**config.mk**
```make
export PLATFORM = sky130hd
export DESIGN_NAME = fix_tvp_out
export DESIGN_NICKNAME = d
export VERILOG_FILES = /design/src/hdl/fix_tvp_pkg.sv /design/src/hdl/fix_tvp_out.sv
export SDC_FILE = /design/constraint.sdc
export NUM_CORES = 1
export LEC_CHECK = 0
export BUFFER_PORTS_ARGS = -buffer_cell sky130_fd_sc_hd__buf_2
export CORE_MARGIN = 2
export CORE_UTILIZATION = 50
export CTS_BUF_LIST = sky130_fd_sc_hd__clkbuf_4 sky130_fd_sc_hd__clkbuf_8
export CTS_CLUSTER_DIAMETER = 60
export DETAILED_ROUTE_END_ITERATION = 8
export GPL_TIMING_DRIVEN = 0
export PLACE_DENSITY = 0.8
export SETUP_SLACK_MARGIN = 0.5
export SYNTH_ARGS = -nofsm -noshare
export SYNTH_HDL_FRONTEND = slang
export SYNTH_SLANG_ARGS = --single-unit
```
**constraint.sdc**
```tcl
create_clock -name aclk -period 40 [get_ports aclk]
set_input_delay 12 -clock aclk [delete_from_list [all_inputs] [get_ports aclk]]
set_output_delay 12 -clock aclk [all_outputs]
set_load 0.1 [all_outputs]
```
**src/hdl/fix_tvp_pkg.sv**
```systemverilog
// Shared types and constants for the FIX tag=value parser.
// Used by every module of the block; has no dependencies of its own.
package fix_tvp_pkg;

    // Stream widths: one message byte in, one packed result word out.
    localparam int BYTE_W      = 8;
    localparam int TYPE_W      = 16;
    localparam int SYMBOL_W    = 64;
    localparam int PRICE_W     = 64;
    localparam int QTY_W       = 64;
    localparam int SIDE_W      = 2;
    localparam int RESULT_W    = TYPE_W + SYMBOL_W + PRICE_W + QTY_W + SIDE_W + 1;
    localparam int M_TDATA_W   = ((RESULT_W + 7) / 8) * 8;

    // Configuration port.
    localparam int CFG_DATA_W  = 8;
    localparam int CFG_INDEX_W = 1;
    localparam int DEC_W       = 4;

    typedef enum logic [CFG_INDEX_W-1:0] {
        CFG_FIELD_SEP  = 1'b0,
        CFG_PRICE_DEC  = 1'b1
    } cfg_index_t;

    localparam logic [BYTE_W-1:0] SEP_RESET    = 8'd124;
    localparam logic [DEC_W-1:0]  DEC_RESET    = 4'd4;
    localparam logic [DEC_W-1:0]  MAX_DECIMALS = 4'd8;

    // Default sizes of the text fields kept from a message.
    localparam int DEF_SYMBOL_BYTES = 8;
    localparam int DEF_TYPE_BYTES   = 2;

    // Side codes.
    localparam logic [SIDE_W-1:0] SIDE_NONE = 2'd0;
    localparam logic [SIDE_W-1:0] SIDE_BUY  = 2'd1;
    localparam logic [SIDE_W-1:0] SIDE_SELL = 2'd2;

    // Magnitude limit of a signed 64-bit price (two to the 63rd).
    localparam logic [63:0] MAG_LIMIT = 64'h8000_0000_0000_0000;

    // Price finishing request raised when a price field closes.
    typedef struct packed {
        logic        valid;
        logic        bad;
        logic        over;
        logic        neg;
        logic [63:0] mag;
        logic [3:0]  k;
    } price_ev_t;

    // Price after the scaling multiply, before sign and saturation.
    typedef struct packed {
        logic        valid;
        logic        bad;
        logic        over;
        logic        neg;
        logic [63:0] prod;
    } price_sum_t;

    // Everything of a result except the price, known when the message ends.
    typedef struct packed {
        logic                valid;
        logic [TYPE_W-1:0]   msg_type;
        logic [SYMBOL_W-1:0] symbol;
        logic [QTY_W-1:0]    qty;
        logic [SIDE_W-1:0]   side;
        logic                err;
    } result_t;

endpackage

```
**src/hdl/fix_tvp_out.sv**
```systemverilog
// Output stage of the FIX tag=value parser: held price with sign and
// saturation, result register and skid register on the output stream.
// Depends on fix_tvp_pkg.
module fix_tvp_out (
    input  logic                              aclk,
    input  logic                              aresetn,
    input  fix_tvp_pkg::price_sum_t           sum_in,
    input  fix_tvp_pkg::result_t              res_in,
    input  logic                              m_tready,
    output logic                              m_tvalid,
    output logic [fix_tvp_pkg::M_TDATA_W-1:0] m_tdata,
    output logic                              adv
);
    import fix_tvp_pkg::*;

    localparam logic [63:0] PRICE_MAX = MAG_LIMIT - 64'd1;

    logic [63:0]          held_price_reg, held_price_next;
    logic                 perr_reg, perr_next;
    logic                 m_valid_reg, m_valid_next;
    logic [M_TDATA_W-1:0] m_data_reg, m_data_next;
    logic                 skid_valid_reg, skid_valid_next;
    logic [M_TDATA_W-1:0] skid_data_reg, skid_data_next;
    logic [63:0]          price_upd;
    logic                 perr_upd;
    logic [M_TDATA_W-1:0] out_word;

    // The pipeline moves whenever the skid register is free.
    assign adv = !skid_valid_reg;

    // Apply a finished price to the held price.
    always_comb begin
        price_upd = held_price_reg;
        perr_upd  = perr_reg;
        if (sum_in.valid) begin
            if (sum_in.bad) begin
                price_upd = '0;
            end else if (sum_in.over) begin
                price_upd = sum_in.neg ? MAG_LIMIT : PRICE_MAX;
                perr_upd  = 1'b1;
            end else if (!sum_in.neg && sum_in.prod[63]) begin
                price_upd = PRICE_MAX;
                perr_upd  = 1'b1;
            end else begin
                price_upd = sum_in.neg ? (64'd0 - sum_in.prod) : sum_in.prod;
            end
        end
    end

    assign out_word = M_TDATA_W'({res_in.err || perr_upd, res_in.side, res_in.qty,
                                  price_upd, res_in.symbol, res_in.msg_type});

    // Held price, result register and skid register.
    always_comb begin
        held_price_next = held_price_reg;
        perr_next       = perr_reg;
        m_valid_next    = m_valid_reg;
        m_data_next     = m_data_reg;
        skid_valid_next = skid_valid_reg;
        skid_data_next  = skid_data_reg;
        if (adv) begin
            held_price_next = res_in.valid ? 64'd0 : price_upd;
            perr_next       = res_in.valid ? 1'b0 : perr_upd;
            if (!m_valid_reg || m_tready) begin
                m_valid_next = res_in.valid;
                m_data_next  = out_word;
            end else if (res_in.valid) begin
                skid_valid_next = 1'b1;
                skid_data_next  = out_word;
            end
        end else if (m_tready) begin
            m_data_next     = skid_data_reg;
            skid_valid_next = 1'b0;
        end
    end

    always_ff @(posedge aclk) begin
        if (!aresetn) begin
            held_price_reg <= '0;
            perr_reg       <= 1'b0;
            m_valid_reg    <= 1'b0;
            skid_valid_reg <= 1'b0;
        end else begin
            held_price_reg <= held_price_next;
            perr_reg       <= perr_next;
            m_valid_reg    <= m_valid_next;
            skid_valid_reg <= skid_valid_next;
        end
    end

    always_ff @(posedge aclk) begin
        m_data_reg    <= m_data_next;
        skid_data_reg <= skid_data_next;
    end

    assign m_tvalid = m_valid_reg;
    assign m_tdata  = m_data_reg;

endmodule

```
==> flow_summary.yaml <==
run_status:
  status: "completed"
timing:
  skew_ps: 39.3
  fmax_ghz: 0.0645
  slew_headroom_pct: 5.21
  tightest_slew_ps: 1410
  rsz0062_at_grt: "false"
  slew_violations: 0
  tns_ps: 0
  fin_crit_ps: 15500
  setup_viol: 0
  finalCritPeriodShare_pct: 38.7
  hold_violations: 0
worst_setup_path:
  cp.depth: 8
  cp-start-kind: "primary input"
  crit_family: "simple AND/OR/NAND/NOR gates"
  crit_start: "sum_in[29]"
  r2r-start: "skid_valid_reg"
  worst-path-buf-inv: 3
  reg2reg_depth: 8
  arrival_ps: 15810
  cp_max_fo: 10
  worstPathCellList: "buf_2 -> nor4_1 -> nand3_1 -> or3_1 -> clkbuf_1 -> clkbuf_1 -> o41ai_1 -> o31ai_1"
  end_kind: "flip-flop"
  crit_path_max_incr_delay_ps: 1150
  cpMaxStageDelayCell: "nor4_1"
  crit_top_cell: "clkbuf_1"
  worstPathRequired_ps: 40310
  critical_path_class: "in2reg"
clocking:
  cts_root_buf: "clkbuf_8"
  cts_resized: 0
  holdBufCountCts: 0
  cts_buffer_depth: 3
  clock_latency_ps: 630
  htreeDepth: 3
  postCtsSetupRepairBufs: 0
  cts_sinks: 489
  clk_pin_slew_ps: 60
  numCtsBuffers: 78
  cts_tree: "built"
yosys:
  synth_largest_area_cell: "edfxtp_1"
  synth_top_area_share_pct: 60.9
  synth_common_cells: "edfxtp_1 (422), mux2_2 (175), nand2_1 (82)"
  ys_seq_area_share_pct: 67.4
  ys_async_sr_fraction_pct: 0
  syn-mean-instance-area_um2: 14.0
  yosysMostFrequentCell: "edfxtp_1"
  netlist_top_cells_area: "edfxtp_1 (61%), mux2_2 (9.5%), dfxtp_1 (6.4%), o21ai_0 (1.7%), nand2_1 (1.5%)"
  synth_cells: 1488
  synth.distinct_cells: 69
  synth_edf_count: 422
  yosys_register_bits: 489
  ys_warn_count: 0
  synth_ff_type: "edfxtp_1"
  syn_area_um2: 20800
power_and_ir_drop:
  p_leak_nw: 9.76
  power_density_nw_per_um2: 50.3
  vdd_drop_max_mv: 0.0333
drt:
  drc: 0
  antenna_left: 0
  wl_per_cell_um: 25.7
  drt-pass1-iter-count: 5
  vias_per_cell: 5.97
  vias: 15668
  first_iter_violations: 1545
  wirelength_mm: 67.5
placed_design:
  io_buffers: 424
  hpwl_mm: 50.2
  place_congestion: 0.985
global_routing:
  grt_pass1_wl_mm: 97.8
  grt_max_degree: 33
  antenna_found_initial: 12
  gr-usage-all-layers_pct: 30.3
  grt_pass1_vias: 15555
  grt-ovfl-total: 0
floorplanning:
  start_util_pct: 50.8
  io_pins: 437
  die_w_um: 208
  die_h_um: 208
  num_rows: 74
  core-area_um2: 40900
  die_area_um2: 43200
final_layout:
  drive_gt1_share_pct: 37.7
  fin_util_pct: 62.7
  num-nets-final: 2246
  area_delta_synth_final_pct: 23.4
min_path:
  hp-start: "held_price_reg[28]"
  worstHoldPathCells: 2
  min_path_type: "reg2reg"
run:
  drv_cap: 0
==> final cells by class <==
type	count	area (µm²)
Clock inverter	28	216
Buffer	92	365
Timing Repair Buffer	454	2580
Antenna cell	12	30.0
Fill cell	3060	15300
Sequential cell	489	14000
Clock buffer	107	1330
Inverter	40	150
Multi-Input combinational cell	871	6310
Tap cell	532	666
==> cells by family after synthesis <==
group / share of synthesized area (%)
other: 0.0180
AO/OA/AOI/OAI: 9.81
flip-flops: 67.4
AND/OR/NAND/NOR: 9.03
XOR/XNOR: 1.35
buffers and inverters: 2.48
multiplexers: 9.88
adder cells (fa/ha/maj): 0.0601
==> power by group <==
| part | switching [mW] | internal [mW] | leakage [nW] | total [mW] |
|---|---|---|---|---|
| clock network | 0.196 | 0.235 | 0.813 | 0.431 |
| logic | 0.219 | 0.0481 | 4.23 | 0.267 |
| registers | 0.00785 | 0.586 | 4.71 | 0.594 |
==> worst reg2reg max path: cells and delay by family (launching register included) <==
family	cells	cell delay (ps)
flip-flops	1	400
buffers and inverters	7	2600
AO/OA/AOI/OAI	1	320
==> placed cells by master, fill, tap and decap left out, types with 10 or more instances in the layout <==
master,instances
buf_1,11
a31oi_1,10
o211ai_1,15
diode_2,12
a21oi_1,49
clkinv_1,15
clkbuf_1,75
or2_2,13
clkbuf_8,84
o2bb2ai_1,10
buf_2,425
a211oi_1,14
o31ai_1,17
nand2_1,82
nand2b_1,19
nand3_1,25
nor3_1,29
nand4_1,15
or3_1,17
edfxtp_1,422
nor4_1,29
or4_1,13
buf_6,15
mux2_2,175
clkbuf_4,23
nor2b_1,16
xnor2_1,11
dfxtp_1,67
xor2_1,21
a22o_1,16
inv_1,39
nor2_1,59
o21ai_0,71
==> routing by layer <==
metal,vias to the layer above,GRT usage [%],share of wire [%]
met2,986,49.8,48
li1,6870,-,-
met1,7625,37.9,38
met3,185,7.06,9.4
met5,-,0,0.021
met4,2,14.9,4.6
==> stage by stage <==
| step | total power [mW] | hold slack [ps] | std cells | worst slack, ps | cell area [µm²] |
|---|---|---|---|---|---|
| final | 1.29 | 456 | 2625 | 24500 | 25700 |
| after global routing | 1.33 | 487 | 2621 | 24570 | 25700 |
| after CTS | 1.30 | 458 | 2613 | 24740 | 25600 |
| after global placement | 0.876 | 434 | 2448 | 4950 | 23600 |
| after floorplan | 0.812 | 425 | 1492 | 12640 | 20800 |
| after detailed placement | 0.869 | 444 | 2478 | 24080 | 24100 |
==> path summary, 6_finish.rpt <==
| kind | endpoint | slack [ps] |
|---|---|---|
| max | m_tdata[127] | 24500 |
| min | held_price_reg[28] | 460 |
| max reg2reg | m_tdata[181] | 36410 |
| min reg2reg | held_price_reg[28] | 460 |
No activity file was read; power rests on OpenSTA's default activity.
