`config.mk`:
```
export PLATFORM = sky130hd
export DESIGN_NAME = fix_tvp_price
export DESIGN_NICKNAME = d
export VERILOG_FILES = /design/src/hdl/fix_tvp_pkg.sv /design/src/hdl/fix_tvp_price.sv
export SDC_FILE = /design/constraint.sdc
export NUM_CORES = 2
export LEC_CHECK = 0
export ABC_CLOCK_PERIOD_IN_PS = 10600
export BUFFER_PORTS_ARGS = -buffer_cell sky130_fd_sc_hd__buf_4
export CAP_MARGIN = 20
export CORE_AREA = 2 2 319 321
export DETAILED_ROUTE_END_ITERATION = 16
export DIE_AREA = 0 0 321 323
export GPL_TIMING_DRIVEN = 0
export PLACE_DENSITY = 0.78
export SYNTH_ARGS = -nofsm -noshare
export SYNTH_HDL_FRONTEND = slang
export SYNTH_SLANG_ARGS = --single-unit
```
`constraint.sdc`:
```
create_clock -name aclk -period 10.6 [get_ports aclk]
set_input_delay 1.59 -clock aclk [delete_from_list [all_inputs] [get_ports aclk]]
set_output_delay 1.59 -clock aclk [all_outputs]
set_load 0.03 [all_outputs]
```
`src/hdl/fix_tvp_pkg.sv`:
```
// Shared types and constants for the FIX tag=value parser.
// Used by every module of the block; has no dependencies of its own.
package fix_tvp_pkg;

    // Stream widths: one message byte in, one packed result word out.
    localparam int BYTE_W      = 8;
    localparam int TYPE_W      = 16;
    localparam int SYMBOL_W    = 64;
    localparam int PRICE_W     = 64;
    localparam int QTY_W       = 64;
    localparam int SIDE_W      = 2;
    localparam int RESULT_W    = TYPE_W + SYMBOL_W + PRICE_W + QTY_W + SIDE_W + 1;
    localparam int M_TDATA_W   = ((RESULT_W + 7) / 8) * 8;

    // Configuration port.
    localparam int CFG_DATA_W  = 8;
    localparam int CFG_INDEX_W = 1;
    localparam int DEC_W       = 4;

    typedef enum logic [CFG_INDEX_W-1:0] {
        CFG_FIELD_SEP  = 1'b0,
        CFG_PRICE_DEC  = 1'b1
    } cfg_index_t;

    localparam logic [BYTE_W-1:0] SEP_RESET    = 8'd124;
    localparam logic [DEC_W-1:0]  DEC_RESET    = 4'd4;
    localparam logic [DEC_W-1:0]  MAX_DECIMALS = 4'd8;

    // Default sizes of the text fields kept from a message.
    localparam int DEF_SYMBOL_BYTES = 8;
    localparam int DEF_TYPE_BYTES   = 2;

    // Side codes.
    localparam logic [SIDE_W-1:0] SIDE_NONE = 2'd0;
    localparam logic [SIDE_W-1:0] SIDE_BUY  = 2'd1;
    localparam logic [SIDE_W-1:0] SIDE_SELL = 2'd2;

    // Magnitude limit of a signed 64-bit price (two to the 63rd).
    localparam logic [63:0] MAG_LIMIT = 64'h8000_0000_0000_0000;

    // Price finishing request raised when a price field closes.
    typedef struct packed {
        logic        valid;
        logic        bad;
        logic        over;
        logic        neg;
        logic [63:0] mag;
        logic [3:0]  k;
    } price_ev_t;

    // Price after the scaling multiply, before sign and saturation.
    typedef struct packed {
        logic        valid;
        logic        bad;
        logic        over;
        logic        neg;
        logic [63:0] prod;
    } price_sum_t;

    // Everything of a result except the price, known when the message ends.
    typedef struct packed {
        logic                valid;
        logic [TYPE_W-1:0]   msg_type;
        logic [SYMBOL_W-1:0] symbol;
        logic [QTY_W-1:0]    qty;
        logic [SIDE_W-1:0]   side;
        logic                err;
    } result_t;

endpackage

```
`src/hdl/fix_tvp_price.sv`:
```
// Price scaling pipeline of the FIX tag=value parser: range check against
// the scale and a 64 by 27 bit multiply in two partial products.
// Depends on fix_tvp_pkg.
module fix_tvp_price (
    input  logic                    aclk,
    input  logic                    aresetn,
    input  logic                    adv,
    input  fix_tvp_pkg::price_ev_t  ev_in,
    input  fix_tvp_pkg::result_t    res_in,
    output fix_tvp_pkg::price_sum_t sum_out,
    output fix_tvp_pkg::result_t    res_out
);
    import fix_tvp_pkg::*;

    localparam int POW_W  = 27;
    localparam int PART_W = 32 + POW_W;

    // Powers of ten for padding the fraction.
    localparam logic [POW_W-1:0] POW_TEN [9] = '{
        27'd1, 27'd10, 27'd100, 27'd1000, 27'd10000, 27'd100000,
        27'd1000000, 27'd10000000, 27'd100000000
    };

    // Largest magnitude that may be scaled by each power of ten.
    localparam logic [63:0] LIMIT_DIV [9] = '{
        MAG_LIMIT,
        MAG_LIMIT / 64'd10,
        MAG_LIMIT / 64'd100,
        MAG_LIMIT / 64'd1000,
        MAG_LIMIT / 64'd10000,
        MAG_LIMIT / 64'd100000,
        MAG_LIMIT / 64'd1000000,
        MAG_LIMIT / 64'd10000000,
        MAG_LIMIT / 64'd100000000
    };

    typedef struct packed {
        logic              valid;
        logic              bad;
        logic              over;
        logic              neg;
        logic [PART_W-1:0] lo;
        logic [31:0]       hi;
    } price_mid_t;

    price_mid_t        mid_reg, mid_next;
    price_sum_t        sum_reg, sum_next;
    result_t           res2_reg, res3_reg;
    logic [POW_W-1:0]  scale;
    logic [PART_W-1:0] hi_full;

    // Stage two: range check and the two partial products.
    assign scale   = POW_TEN[ev_in.k];
    assign hi_full = PART_W'(ev_in.mag[63:32]) * PART_W'(scale);

    always_comb begin
        mid_next.valid = ev_in.valid;
        mid_next.bad   = ev_in.bad;
        mid_next.over  = ev_in.over || (ev_in.mag > LIMIT_DIV[ev_in.k]);
        mid_next.neg   = ev_in.neg;
        mid_next.lo    = PART_W'(ev_in.mag[31:0]) * PART_W'(scale);
        mid_next.hi    = hi_full[31:0];
    end

    // Stage three: partial products summed modulo two to the 64th.
    always_comb begin
        sum_next.valid = mid_reg.valid;
        sum_next.bad   = mid_reg.bad;
        sum_next.over  = mid_reg.over;
        sum_next.neg   = mid_reg.neg;
        sum_next.prod  = 64'(mid_reg.lo) + {mid_reg.hi, 32'd0};
    end

    always_ff @(posedge aclk) begin
        if (!aresetn) begin
            mid_reg  <= '0;
            sum_reg  <= '0;
            res2_reg <= '0;
            res3_reg <= '0;
        end else if (adv) begin
            mid_reg  <= mid_next;
            sum_reg  <= sum_next;
            res2_reg <= res_in;
            res3_reg <= res2_reg;
        end
    end

    assign sum_out = sum_reg;
    assign res_out = res3_reg;

endmodule

```
==> reports/metrics.csv <==
stage,metric,value,unit
setup_path,r2r setup slk,6.85,ns
drt,DRC violation count after routing,0,
grt,number of antenna violations at the first check in global routing,34,
floorplanning,count of standard-cell rows,117,
status,violations in the final reports,setup timing,
grt,via count of the first global-routing pass,50650,
sta,number of endpoints with negative hold slack in the final report,0,
drt,Initial DRT Pass Iterations,9,
placed_design,half-perimeter wire length after detailed placement,187300,µm
setup_path,required time of the worst setup path,11.06,ns
grt,GRT Util Overall,44.77,%
clocking,clock network latency to the later pin of the worst-skew pair,0.62,ns
synthesis,Post-Syn Area per Cell,9.131,µm²
clocking,Num CTS Buffers,46,
clocking,Sink Count,459,
setup_path,capture instance of the worst register-to-register path,sum_out[60]$_SDFFE_PN0P_,
grt,largest net degree at the start of global routing,16,
synthesis,biggest area contributors in the synthesized netlist,"sky130_fd_sc_hd__fa_1, sky130_fd_sc_hd__dfxtp_1, sky130_fd_sc_hd__ha_1, sky130_fd_sc_hd__inv_1, sky130_fd_sc_hd__mux2i_1",
finish,post-synthesis to final-layout area growth,11.90,%
sta,maximum clock rate,0.09432,GHz
synthesis,most instantiated library cell after synthesis,sky130_fd_sc_hd__inv_1,
synthesis,sequential area share after synthesis,15.39,%
synthesis,Post-synth EDFFs,0,
placed_design,"Cell Area, Placed",64950,µm²
sta,summed negative setup slack over all endpoints,-0.002322,ns
floorplanning,effective utilization at floorplan,59.28,%
worst_hold_path,worst hold path startpoint,mid_reg[83]$_SDFFE_PN0P_,
sta,RSZ-0062 raised after global routing,false,
floorplanning,Total Die Area,103700,µm²
finish,Post-layout nets,8818,
setup_path,critical path startpoint category,input pin,
synthesis,Mapped Cells,6539,
clocking,Clock Path Buffers,3,
drt,WL final,227700,µm
drt,drt wl/cell,27.04,µm
sta,final-report setup violation count,1,
setup_path,arrival time of the worst setup path,11.06,ns
synthesis,count of unique library cells instantiated by Yosys,72,
placed_design,port buffer count,438,
setup_path,count of cells along the worst register-to-register path,14,
status,outcome,"finished, violations left",
floorplanning,overall die width,321,µm
clocking,"Reg clk slew, reported paths",0.06,ns
drt,average via count per standard cell,5.860,
synthesis,most frequent cells after synthesis,"sky130_fd_sc_hd__inv_1, sky130_fd_sc_hd__fa_1, sky130_fd_sc_hd__nand2_1, sky130_fd_sc_hd__nor2_1, sky130_fd_sc_hd__ha_1",
clocking,# hold bufs at CTS,0,
sta,transition time at the pin with the least slew margin,1.389,ns
placed_design,final RePlAce weighted congestion,1.110,
finish,proportion of layout cells with a drive suffix above 1,8.930,%
worst_hold_path,Hold Crit Endpoint,mid_reg[83]$_SDFFE_PN0P_,
worst_hold_path,worst hold path class,flip-flop to flip-flop,
floorplanning,floorplan core area,100700,µm²
synthesis,proportion of register bits with asynchronous set or reset after synthesis,0,%
sta,Slew Limit Fails,0,
setup_path,crit-path max FO,13,
clocking,CTS tree,done,
setup_path,WS Path Type,input pin to flip-flop,
synthesis,syn_nets,8315,
synthesis,post-synthesis sequential element count,459,
floorplanning,io pins,439,
sta,max-slew headroom at the worst pin,7.433,%
setup_path,start of the worst register-to-register path,mid_reg[0]$_SDFFE_PN0P_,
clocking,H-Tree Level Count,2,
synthesis,summed instance area of the synthesized netlist,59710,µm²
sta,final worst path period share,100.0,%
synthesis,fraction of synthesized cell area taken by the top area cell type,35.54,%
pwr,worst voltage drop across the vdd grid,709.2,µV
finish,fin area,66820,µm²
synthesis,dominant register cell in the synthesized netlist,sky130_fd_sc_hd__dfxtp_1,
synthesis,cell taking the most area after synthesis,sky130_fd_sc_hd__fa_1,
flow_run,max-cap viol count,0,
sta,clock period minus worst slack,10.60,ns
synthesis,Ys Warns,0,
floorplanning,overall die height,323,µm
setup_path,Setup crit end kind,flip-flop,
sta,worst clock skew,0.03309,ns
drt,number of antenna-violating nets in the routed design,0,
pwr,cell area power density,368.7,nW/µm²
grt,global-route congestion overflow total,0,
pwr,Static Leak,0.03499,µW
clocking,clock root buffer,sky130_fd_sc_hd__clkbuf_16,
worst_hold_path,Worst Hold Path Cells,2,
grt,global-route wire length before repair,334100,µm
drt,via count,49350,
sta,final worst setup slack,-0.002322,ns
drt,number of DRC violations after detailed-routing iteration 0,5267,
-- where the power goes --
part / total [µW] / leakage [µW] / switching, µW / internal, µW
combinational: 20800 / 0.0305 / 12900 / 7940
clock: 1700 / 0.000758 / 733 / 965
sequential: 2140 / 0.00376 / 169 / 1970
-- worst max-delay path: stages --
cell and delay [ns]:
sky130_fd_sc_hd__buf_4 0.16, sky130_fd_sc_hd__nor2b_1 0.11, sky130_fd_sc_hd__clkbuf_1 0.27, sky130_fd_sc_hd__clkbuf_2 0.52
sky130_fd_sc_hd__clkbuf_1 0.91, sky130_fd_sc_hd__and3_1 0.31, sky130_fd_sc_hd__fa_1 0.47, sky130_fd_sc_hd__fa_1 0.56
sky130_fd_sc_hd__inv_1 0.06, sky130_fd_sc_hd__fa_1 0.53, sky130_fd_sc_hd__inv_1 0.06, sky130_fd_sc_hd__ha_1 0.21
sky130_fd_sc_hd__fa_1 0.48, sky130_fd_sc_hd__fa_1 0.61, sky130_fd_sc_hd__fa_1 0.49, sky130_fd_sc_hd__ha_1 0.40
sky130_fd_sc_hd__a21oi_1 0.17, sky130_fd_sc_hd__o221ai_1 0.36, sky130_fd_sc_hd__a41o_1 0.44, sky130_fd_sc_hd__a2111oi_4 0.55
sky130_fd_sc_hd__o21ai_1 0.22, sky130_fd_sc_hd__o41ai_2 0.39, sky130_fd_sc_hd__nor3_1 0.13, sky130_fd_sc_hd__a2111oi_2 0.55
sky130_fd_sc_hd__a21boi_1 0.20, sky130_fd_sc_hd__xnor2_1 0.20, sky130_fd_sc_hd__o21ai_1 0.07
-- worst max-delay path by stage --
stage                        start                  endpoint  slack [ns]  cells past startpoint
after detailed placement  ev_in[0]  mid_reg[88]$_SDFFE_PN0P_       -2.38                     32
after CTS                 ev_in[0]  mid_reg[88]$_SDFFE_PN0P_      0.0007                     32
after floorplan           ev_in[1]  mid_reg[88]$_SDFFE_PN0P_        1.34                     29
final                     ev_in[3]  mid_reg[83]$_SDFFE_PN0P_      -0.002                     27
after global placement    ev_in[0]  mid_reg[88]$_SDFFE_PN0P_       -2.89                     31
after global routing      ev_in[0]  mid_reg[88]$_SDFFE_PN0P_       0.006                     31
-- metrics by stage --
| step | total power (µW) | utilization (%) | worst slack [ns] | cells | hold slack (ns) |
|---|---|---|---|---|---|
| global placement | 21820 | 64.17 | -2.889 | 8286 | 0.4521 |
| CTS | 23970 | 66.14 | 0.0006573 | 8386 | 0.4680 |
| floorplan | 15460 | - | 1.338 | 6539 | 0.4291 |
| global route | 26540 | 66.27 | 0.006206 | 8392 | 0.4795 |
| finish | 24630 | 66.34 | -0.002322 | 8421 | 0.4700 |
| detailed placement | 21980 | 64.49 | -2.383 | 8306 | 0.4529 |
-- cell families after synthesis --
family	share of synthesized area (%)
AOI/OAI and AO/OA	4.403
xor gates and xnor gates	2.127
adders and majority gates	45.87
buffers and inverters	10.78
DFF	15.39
muxes	7.008
and+or+nand+nor	14.42
-- cell type report --
| type | count | area [µm²] |
|---|---|---|
| diodes | 35 | 87.58 |
| plain buffers | 341 | 1385 |
| clock buffers | 66 | 1348 |
| clock inverters | 17 | 214.0 |
| fillers | 8269 | 33900 |
| inverters | 1362 | 5112 |
| multi-input cells | 4367 | 44170 |
| flip-flops and latches | 459 | 9189 |
| well taps | 1309 | 1638 |
| repair buffers | 465 | 3675 |
-- layout by cell type, fill, tap and decap left out, types with 61 or more instances in the layout --
cell                       Yosys  routed
sky130_fd_sc_hd__nand2_1     660     657
sky130_fd_sc_hd__nor2b_1     103     103
sky130_fd_sc_hd__a21oi_1     129     125
sky130_fd_sc_hd__nor2_1      520     520
sky130_fd_sc_hd__mux2i_1     418     418
sky130_fd_sc_hd__and3_1      148     147
sky130_fd_sc_hd__and2_1      294     294
sky130_fd_sc_hd__ha_1        493     492
sky130_fd_sc_hd__xnor2_1      99      99
sky130_fd_sc_hd__fa_1       1060    1059
sky130_fd_sc_hd__dfxtp_1     459     459
sky130_fd_sc_hd__buf_4         0     441
sky130_fd_sc_hd__inv_1      1360    1360
sky130_fd_sc_hd__a21o_1       62      61
sky130_fd_sc_hd__clkbuf_1    306     260
-- metal layers --
layer / up-vias / GRT usage, % / part of all wire [%]
met5: - / 0 / 0.051
met4: 16 / 31.78 / 9.1
met3: 889 / 19.21 / 15
met2: 3505 / 64.31 / 41
met1: 24080 / 54.04 / 35
li1: 20860 / - / -
-- what timing repair did --
| action | 4_1_cts | 5_1_grt |
|---|---|---|
| gates resized for setup | 42 | 79 |
| endpoints found under the setup margin | 36 | 15 |
| pin swaps | 1 | 0 |
| setup buffers | 2 | 0 |
No activity file was read; power rests on OpenSTA's default activity.
