<file path="config.mk">
export PLATFORM = sky130hd
export DESIGN_NAME = fix_tvp_parse
export DESIGN_NICKNAME = d
export VERILOG_FILES = /design/src/hdl/fix_tvp_pkg.sv /design/src/hdl/fix_tvp_parse.sv
export SDC_FILE = /design/constraint.sdc
export NUM_CORES = 2
export LEC_CHECK = 0
export BUFFER_PORTS_ARGS = -buffer_cell sky130_fd_sc_hd__buf_2
export CAP_MARGIN = 20
export CORE_ASPECT_RATIO = 1.25
export CORE_UTILIZATION = 64
export CTS_CLUSTER_SIZE = 24
export DETAILED_ROUTE_END_ITERATION = 7
export PLACE_DENSITY_LB_ADDON = 0.08
export SLEW_MARGIN = 20
export SYNTH_ARGS = -nofsm -noshare
export SYNTH_HDL_FRONTEND = slang
export SYNTH_SLANG_ARGS = --single-unit
</file>
<file path="constraint.sdc">
create_clock -name aclk -period 10.8 [get_ports aclk]
set_input_delay 3.24 -clock aclk [delete_from_list [all_inputs] [get_ports aclk]]
set_output_delay 3.24 -clock aclk [all_outputs]
set_load 0.01 [all_outputs]
</file>
<file path="src/hdl/fix_tvp_pkg.sv">
// Shared types and constants for the FIX tag=value parser.
// Used by every module of the block; has no dependencies of its own.
package fix_tvp_pkg;

    // Stream widths: one message byte in, one packed result word out.
    localparam int BYTE_W      = 8;
    localparam int TYPE_W      = 16;
    localparam int SYMBOL_W    = 64;
    localparam int PRICE_W     = 64;
    localparam int QTY_W       = 64;
    localparam int SIDE_W      = 2;
    localparam int RESULT_W    = TYPE_W + SYMBOL_W + PRICE_W + QTY_W + SIDE_W + 1;
    localparam int M_TDATA_W   = ((RESULT_W + 7) / 8) * 8;

    // Configuration port.
    localparam int CFG_DATA_W  = 8;
    localparam int CFG_INDEX_W = 1;
    localparam int DEC_W       = 4;

    typedef enum logic [CFG_INDEX_W-1:0] {
        CFG_FIELD_SEP  = 1'b0,
        CFG_PRICE_DEC  = 1'b1
    } cfg_index_t;

    localparam logic [BYTE_W-1:0] SEP_RESET    = 8'd124;
    localparam logic [DEC_W-1:0]  DEC_RESET    = 4'd4;
    localparam logic [DEC_W-1:0]  MAX_DECIMALS = 4'd8;

    // Default sizes of the text fields kept from a message.
    localparam int DEF_SYMBOL_BYTES = 8;
    localparam int DEF_TYPE_BYTES   = 2;

    // Side codes.
    localparam logic [SIDE_W-1:0] SIDE_NONE = 2'd0;
    localparam logic [SIDE_W-1:0] SIDE_BUY  = 2'd1;
    localparam logic [SIDE_W-1:0] SIDE_SELL = 2'd2;

    // Magnitude limit of a signed 64-bit price (two to the 63rd).
    localparam logic [63:0] MAG_LIMIT = 64'h8000_0000_0000_0000;

    // Price finishing request raised when a price field closes.
    typedef struct packed {
        logic        valid;
        logic        bad;
        logic        over;
        logic        neg;
        logic [63:0] mag;
        logic [3:0]  k;
    } price_ev_t;

    // Price after the scaling multiply, before sign and saturation.
    typedef struct packed {
        logic        valid;
        logic        bad;
        logic        over;
        logic        neg;
        logic [63:0] prod;
    } price_sum_t;

    // Everything of a result except the price, known when the message ends.
    typedef struct packed {
        logic                valid;
        logic [TYPE_W-1:0]   msg_type;
        logic [SYMBOL_W-1:0] symbol;
        logic [QTY_W-1:0]    qty;
        logic [SIDE_W-1:0]   side;
        logic                err;
    } result_t;

endpackage

</file>
<file path="src/hdl/fix_tvp_parse.sv">
// Byte parser of the FIX tag=value parser: field and tag decoding, number
// accumulation and held message fields, ending in the first pipeline register.
// Depends on fix_tvp_pkg.
module fix_tvp_parse #(
    parameter int TYPE_BYTES   = fix_tvp_pkg::DEF_TYPE_BYTES,
    parameter int SYMBOL_BYTES = fix_tvp_pkg::DEF_SYMBOL_BYTES
) (
    input  logic                  aclk,
    input  logic                  aresetn,
    input  logic                  in_accept,
    input  logic [7:0]            in_byte,
    input  logic                  in_last,
    input  logic [7:0]            field_sep,
    input  logic [3:0]            price_dec,
    input  logic                  adv,
    output fix_tvp_pkg::price_ev_t ev_out,
    output fix_tvp_pkg::result_t   res_out
);
    import fix_tvp_pkg::*;

    localparam int TYPE_BITS = 8 * TYPE_BYTES;
    localparam int SYM_BITS  = 8 * SYMBOL_BYTES;

    // After one tag byte, TAG_35, TAG_55 and TAG_44 stand for the prefixes
    // '3', '5' and '4'; after two bytes they name the complete tag.
    typedef enum logic [2:0] {
        TAG_NONE = 3'd0,
        TAG_35   = 3'd1,
        TAG_55   = 3'd2,
        TAG_44   = 3'd3,
        TAG_38   = 3'd4,
        TAG_54   = 3'd5
    } tag_t;

    localparam logic [7:0] CHAR_0     = 8'h30;
    localparam logic [7:0] CHAR_1     = 8'h31;
    localparam logic [7:0] CHAR_3     = 8'h33;
    localparam logic [7:0] CHAR_4     = 8'h34;
    localparam logic [7:0] CHAR_5     = 8'h35;
    localparam logic [7:0] CHAR_8     = 8'h38;
    localparam logic [7:0] CHAR_9     = 8'h39;
    localparam logic [7:0] CHAR_EQ    = 8'h3D;
    localparam logic [7:0] CHAR_DOT   = 8'h2E;
    localparam logic [7:0] CHAR_MINUS = 8'h2D;
    localparam logic [7:0] CHAR_PLUS  = 8'h2B;

    // Largest accumulator that still takes one more digit without overflow.
    localparam logic [63:0] PRICE_DIGIT_MAX = MAG_LIMIT / 64'd10;
    localparam logic [63:0] QTY_DIGIT_MAX   = 64'hFFFF_FFFF_FFFF_FFFF / 64'd10;
    localparam logic [3:0]  PRICE_TOP_DIGIT = 4'd8;
    localparam logic [3:0]  QTY_TOP_DIGIT   = 4'd5;
    localparam logic [3:0]  COUNT_MAX       = 4'd15;

    // Field state.
    logic                 in_value_reg, in_value_next;
    tag_t                 tag_reg, tag_next;
    logic [1:0]           tag_len_reg, tag_len_next;
    logic [63:0]          acc_reg, acc_next;
    logic [3:0]           frac_reg, frac_next;
    logic                 neg_reg, neg_next;
    logic                 dot_reg, dot_next;
    logic                 digit_reg, digit_next;
    logic                 bad_reg, bad_next;
    logic [3:0]           vcount_reg, vcount_next;
    logic                 over_reg, over_next;

    // Message state.
    logic [TYPE_BITS-1:0] type_reg, type_next;
    logic [SYM_BITS-1:0]  sym_reg, sym_next;
    logic [63:0]          qty_reg, qty_next;
    logic [1:0]           side_reg, side_next;
    logic                 err_reg, err_next;

    // First pipeline stage.
    price_ev_t            ev_reg, ev_next;
    result_t              res_reg, res_next;

    logic [3:0]           dec_eff;
    logic                 is_sep;
    logic                 is_digit;
    logic [3:0]           digit_val;
    logic [63:0]          push_thr;
    logic [63:0]          acc_push;
    logic                 push_over;

    assign dec_eff   = (price_dec > MAX_DECIMALS) ? MAX_DECIMALS : price_dec;
    assign is_sep    = (in_byte == field_sep);
    assign is_digit  = (in_byte >= CHAR_0) && (in_byte <= CHAR_9);
    assign digit_val = in_byte[3:0];

    // One decimal digit step: limit check and acc * 10 + d.
    always_comb begin
        if (tag_reg == TAG_44) begin
            push_thr = (digit_val > PRICE_TOP_DIGIT) ? PRICE_DIGIT_MAX - 64'd1
                                                     : PRICE_DIGIT_MAX;
        end else begin
            push_thr = (digit_val > QTY_TOP_DIGIT) ? QTY_DIGIT_MAX - 64'd1
                                                   : QTY_DIGIT_MAX;
        end
    end

    assign push_over = (acc_reg > push_thr);
    assign acc_push  = (acc_reg << 3) + (acc_reg << 1) + {60'd0, digit_val};

    // Byte handling, field close and message end.
    always_comb begin
        in_value_next = in_value_reg;
        tag_next      = tag_reg;
        tag_len_next  = tag_len_reg;
        acc_next      = acc_reg;
        frac_next     = frac_reg;
        neg_next      = neg_reg;
        dot_next      = dot_reg;
        digit_next    = digit_reg;
        bad_next      = bad_reg;
        vcount_next   = vcount_reg;
        over_next     = over_reg;
        type_next     = type_reg;
        sym_next      = sym_reg;
        qty_next      = qty_reg;
        side_next     = side_reg;
        err_next      = err_reg;
        ev_next       = '0;
        res_next      = '0;

        if (in_accept) begin
            if (!is_sep) begin
                if (in_value_reg) begin
                    // A byte of the value part.
                    unique case (tag_reg)
                        TAG_35: begin
                            for (int i = 0; i < TYPE_BYTES; i++) begin
                                if (vcount_reg == 4'(TYPE_BYTES - 1 - i)) begin
                                    type_next[8*i +: 8] = in_byte;
                                end
                            end
                        end
                        TAG_55: begin
                            for (int i = 0; i < SYMBOL_BYTES; i++) begin
                                if (vcount_reg == 4'(SYMBOL_BYTES - 1 - i)) begin
                                    sym_next[8*i +: 8] = in_byte;
                                end
                            end
                        end
                        TAG_54: begin
                            if (vcount_reg == 4'd0 && in_byte == CHAR_1) begin
                                digit_next = 1'b1;
                            end
                        end
                        TAG_44: begin
                            if (is_digit) begin
                                digit_next = 1'b1;
                                if (!dot_reg || frac_reg < dec_eff) begin
                                    if (!over_reg) begin
                                        if (push_over) begin
                                            over_next = 1'b1;
                                        end else begin
                                            acc_next = acc_push;
                                        end
                                    end
                                    if (dot_reg) begin
                                        frac_next = frac_reg + 4'd1;
                                    end
                                end
                            end else if (in_byte == CHAR_DOT && !dot_reg) begin
                                dot_next = 1'b1;
                            end else if ((in_byte == CHAR_MINUS || in_byte == CHAR_PLUS)
                                         && vcount_reg == 4'd0) begin
                                neg_next = (in_byte == CHAR_MINUS);
                            end else begin
                                bad_next = 1'b1;
                            end
                        end
                        TAG_38: begin
                            if (is_digit) begin
                                digit_next = 1'b1;
                                if (!over_reg) begin
                                    if (push_over) begin
                                        over_next = 1'b1;
                                    end else begin
                                        acc_next = acc_push;
                                    end
                                end
                            end else if (!(in_byte == CHAR_PLUS && vcount_reg == 4'd0)) begin
                                bad_next = 1'b1;
                            end
                        end
                        default: begin
                        end
                    endcase
                    if (vcount_reg < COUNT_MAX) begin
                        vcount_next = vcount_reg + 4'd1;
                    end
                end else if (in_byte == CHAR_EQ) begin
                    // First '=' of the field: the value part starts.
                    if (tag_len_reg != 2'd2) begin
                        tag_next = TAG_NONE;
                    end
                    in_value_next = 1'b1;
                    if (tag_next == TAG_35) begin
                        type_next = '0;
                    end else if (tag_next == TAG_55) begin
                        sym_next = '0;
                    end
                end else begin
                    // A byte of the tag.
                    if (tag_len_reg >= 2'd2) begin
                        tag_len_next = 2'd3;
                        tag_next     = TAG_NONE;
                    end else if (tag_len_reg == 2'd0) begin
                        tag_len_next = 2'd1;
                        if (in_byte == CHAR_3) begin
                            tag_next = TAG_35;
                        end else if (in_byte == CHAR_5) begin
                            tag_next = TAG_55;
                        end else if (in_byte == CHAR_4) begin
                            tag_next = TAG_44;
                        end else begin
                            tag_next = TAG_NONE;
                        end
                    end else begin
                        tag_len_next = 2'd2;
                        tag_next     = TAG_NONE;
                        if (tag_reg == TAG_35 && in_byte == CHAR_5) begin
                            tag_next = TAG_35;
                        end else if (tag_reg == TAG_35 && in_byte == CHAR_8) begin
                            tag_next = TAG_38;
                        end else if (tag_reg == TAG_55 && in_byte == CHAR_5) begin
                            tag_next = TAG_55;
                        end else if (tag_reg == TAG_55 && in_byte == CHAR_4) begin
                            tag_next = TAG_54;
                        end else if (tag_reg == TAG_44 && in_byte == CHAR_4) begin
                            tag_next = TAG_44;
                        end
                    end
                end
            end

            // Close the open field on a separator or on the final byte.
            if (is_sep || in_last) begin
                if (in_value_next) begin
                    unique case (tag_next)
                        TAG_44: begin
                            ev_next.valid = 1'b1;
                            ev_next.bad   = bad_next || !digit_next;
                            ev_next.over  = over_next;
                            ev_next.neg   = neg_next;
                            ev_next.mag   = acc_next;
                            ev_next.k     = (dec_eff > frac_next) ? dec_eff - frac_next
                                                                  : 4'd0;
                            if (bad_next || !digit_next) begin
                                err_next = 1'b1;
                            end
                        end
                        TAG_38: begin
                            if (bad_next || !digit_next) begin
                                qty_next = '0;
                                err_next = 1'b1;
                            end else if (over_next) begin
                                qty_next = '1;
                                err_next = 1'b1;
                            end else begin
                                qty_next = acc_next;
                            end
                        end
                        TAG_54: begin
                            side_next = (vcount_next == 4'd1 && digit_next) ? SIDE_BUY
                                                                            : SIDE_SELL;
                        end
                        default: begin
                        end
                    endcase
                end
                in_value_next = 1'b0;
                tag_next      = TAG_NONE;
                tag_len_next  = 2'd0;
                acc_next      = '0;
                frac_next     = 4'd0;
                neg_next      = 1'b0;
                dot_next      = 1'b0;
                digit_next    = 1'b0;
                bad_next      = 1'b0;
                vcount_next   = 4'd0;
                over_next     = 1'b0;
            end

            // Message end: hand over the held fields and start afresh.
            if (in_last) begin
                res_next.valid    = 1'b1;
                res_next.msg_type = TYPE_W'(type_next);
                res_next.symbol   = SYMBOL_W'(sym_next);
                res_next.qty      = qty_next;
                res_next.side     = side_next;
                res_next.err      = err_next;
                type_next         = '0;
                sym_next          = '0;
                qty_next          = '0;
                side_next         = SIDE_NONE;
                err_next          = 1'b0;
            end
        end
    end

    // Parser state.
    always_ff @(posedge aclk) begin
        if (!aresetn) begin
            in_value_reg <= 1'b0;
            tag_reg      <= TAG_NONE;
            tag_len_reg  <= 2'd0;
            acc_reg      <= '0;
            frac_reg     <= 4'd0;
            neg_reg      <= 1'b0;
            dot_reg      <= 1'b0;
            digit_reg    <= 1'b0;
            bad_reg      <= 1'b0;
            vcount_reg   <= 4'd0;
            over_reg     <= 1'b0;
            type_reg     <= '0;
            sym_reg      <= '0;
            qty_reg      <= '0;
            side_reg     <= SIDE_NONE;
            err_reg      <= 1'b0;
        end else begin
            in_value_reg <= in_value_next;
            tag_reg      <= tag_next;
            tag_len_reg  <= tag_len_next;
            acc_reg      <= acc_next;
            frac_reg     <= frac_next;
            neg_reg      <= neg_next;
            dot_reg      <= dot_next;
            digit_reg    <= digit_next;
            bad_reg      <= bad_next;
            vcount_reg   <= vcount_next;
            over_reg     <= over_next;
            type_reg     <= type_next;
            sym_reg      <= sym_next;
            qty_reg      <= qty_next;
            side_reg     <= side_next;
            err_reg      <= err_next;
        end
    end

    // First pipeline register, frozen while the output side is stalled.
    always_ff @(posedge aclk) begin
        if (!aresetn) begin
            ev_reg  <= '0;
            res_reg <= '0;
        end else if (adv) begin
            ev_reg  <= ev_next;
            res_reg <= res_next;
        end
    end

    assign ev_out  = ev_reg;
    assign res_out = res_reg;

endmodule

</file>
==> run metrics <==
RSZ-0062 raised after global routing=no; Slew headroom=36.6%; Worst Setup SP=in_byte[1]; fill count=around 2900; synthesis-to-finish area growth=12.1%; Synth Instances=around 2800; post-synthesis mux area share=0.771%; area fraction of the dominant cell type after synthesis=38.3%; DR WL met2=38000 um; drt total wl=79700 um; DR vias=around 23000; Antenna Violating Nets Remaining=0; crit path kind=primary input to register; Crit Path Max Fanout=21; RR Startpoint=tag_reg[2]; worst vdd ir=0.143 mV; fin crit period=between 7 and 8 ns; total grt overflow=0; Synth Register Bits=between 400 and 500; CP required=11.22 ns; nets=3180; Setup WS pre-CTS=2.46 ns; adder-cell share of the synthesized area=9.08%; CP Capture Type=register; CTS tree=yes; R2R Setup Slk=4.73 ns; Vias/cell=around 6.6; CTS sink count=450; H-tree levels=2; xor-xnor portion of the synthesized cell area=2.68%; GP Congestion=0.992; Worst Hold Class=register to register; WL met1=28900 um; DRT Pass-1 Iters=6; Worst-path clk slew=0.06 ns; worst skew pair latency=about 0.58 ns; Top Layer Used=met4; setup bufs post-CTS=0; top cell type by total area after synthesis=dfxtp_1; share of cells above drive strength 1=12.3%; Synth Area per Inst=8.26 sq um; Setup Total Neg Slack=0 ns; period utilization=73.7%; Synth Area in Compound Gates=27.6%; most common cell in the synthesized netlist=dfxtp_1; r2r endpoint=qty_reg[58]; status=complete, no violations; Hold Path Depth=2; Worst EP arrival=between 8 and 9 ns; commonest cells in the netlist=450 x dfxtp_1, 349 x nand2_1, 284 x o21ai_0; Std-Cell Rows=slightly below 80; max-slew violations=0; Leak=~0.011 uW; vias in the first global route=approximately 22000; YS warnings=0; register area share after synthesis=38.3%; starting DRC count in detailed routing=between 1500 and 2000; # IOs=245; Syn Nets=3043; Die Ht=216 um; Tot GR Track Use=41.1%; power per cell area=126 mW/mm^2; post-synthesis simple-gate area fraction=about 17%; PnR worst setup slack=2.84 ns; clock buffers created by TritonCTS=43; DRC=0; Slew @ Worst Pin=0.951 ns; fmax=around 0.13 GHz; clock tree buffer depth=3; diode count=0; number of synthesized flops with an enable pin=0; WL met3=approximately 5700 um; Hold Path End=res_out[147]; Clock Skews=0.0201 ns; Initial Util=64.8%; number of cells on the worst reg-to-reg path=16; ys flop type=dfxtp_1; startpoint types=primary input; Fin. Hold Viols=0; CORE AREA=0.0363 sq mm; Port Buf Inserts=between 200 and 250; top cells by area, synth=dfxtp_1 38%, ha_1 8.8%, o21ai_0 6.0%; post-CTS sizing=0; mapped cell area=0.0235 sq mm; Synth async-reset ratio=0%; min-delay src=res_out[147]; largest net degree at the start of global routing=109; Clock Tree Root=clkbuf_16; full die area=0.0376 sq mm; first-pass GRT wire length=122000 um; Wirelength per Cell=22.8 um; CTS Hold Bufs=0; total of max-cap violations=0; largest family of logic cells by synthesized area=compound AO/OA/AOI/OAI gates; max reg flops=148; Final HPWL DP=between 50000 and 60000 um; initial antenna violation count=0; Die X=174 um; synth unique cells=80; # setup viols final=0
-- worst max-delay path by stage --
stage                        endpoint  slack (ns)  cells past startpoint
after floorplan           res_out[55]        4.23                     14
after global placement    qty_reg[48]        2.62                     16
after detailed placement  qty_reg[48]        2.46                     17
after CTS                 qty_reg[48]        3.05                     17
after global routing      qty_reg[48]        2.59                     13
final                     qty_reg[48]        2.84                     17
-- critical path, cell delays in order --
cell and delay (ns):
buf_2 0.42, ha_1 0.26, ha_1 0.23, inv_1 0.09, fa_1 0.44, nor2b_1 0.22
o2111ai_1 0.23, a21oi_1 0.42, a211oi_1 0.13, buf_4 0.18, o31ai_1 0.60, a21oi_1 0.28
o21ai_0 0.49, xnor2_1 0.21, nor2_1 0.06, o21ai_0 0.65, o21ai_0 0.20
-- layout make-up --
type,instances,area [sq um],share of cell area (%)
clock buffer,59,1240,4.69
clock inverter,19,216,0.821
inverter,133,499,1.89
tap,480,601,2.28
multi-input combinational,2086,13400,50.7
timing repair buffer,272,1430,5.44
sequential,450,9010,34.2
-- per-stage QoR --
step	cells	hold WS (ns)	total power, uW	cell area, sq um	utilization, %
CTS	3499	0.440	3320	26400	72.7
finish	3499	0.439	3320	26400	72.7
detailed placement	3421	0.434	1800	24900	68.7
floorplan	2849	0.425	1760	23500	-
global route	3499	0.467	3390	26400	72.7
global placement	3421	0.428	1800	24900	68.7
-- layout by cell type (no fill, tap or decap), types with 17 or more instances in the layout --
master	n
nand3_1	26
xnor2_1	41
buf_2	243
xor2_1	31
ha_1	166
nor2_1	127
mux2i_1	17
a22o_1	55
clkbuf_16	43
a31oi_1	24
inv_1	132
o21ai_1	27
nand2_1	349
o21bai_1	18
nor2b_1	32
a21o_1	67
o21a_1	20
a22oi_1	105
nand4_1	34
and2_1	122
buf_4	29
nor3_1	31
o22ai_1	97
o21ai_0	284
a221o_1	28
a21oi_1	188
dfxtp_1	450
-- per-layer routing --
metal | vias to the layer above | GRT usage [%]
li1 | 10600 | -
met1 | 10900 | 45.4
met2 | 1156 | 70.4
met3 | 367 | 6.04
met4 | 0 | 33.0
met5 | - | 0
-- logic make-up after synthesis --
family                     after synthesis
AOI/OAI and AO/OA                     1018
xor gates and xnor gates                72
adders and majority gates              169
buffers and inverters                  313
DFF                                    450
muxes                                   18
and+or+nand+nor                        809
-- power breakdown --
group	internal (uW)	switching, uW
clock network	864	692
registers	1660	0.781
logic	20.0	82.6
total	2540	776
No activity file was read; power rests on OpenSTA's default activity.
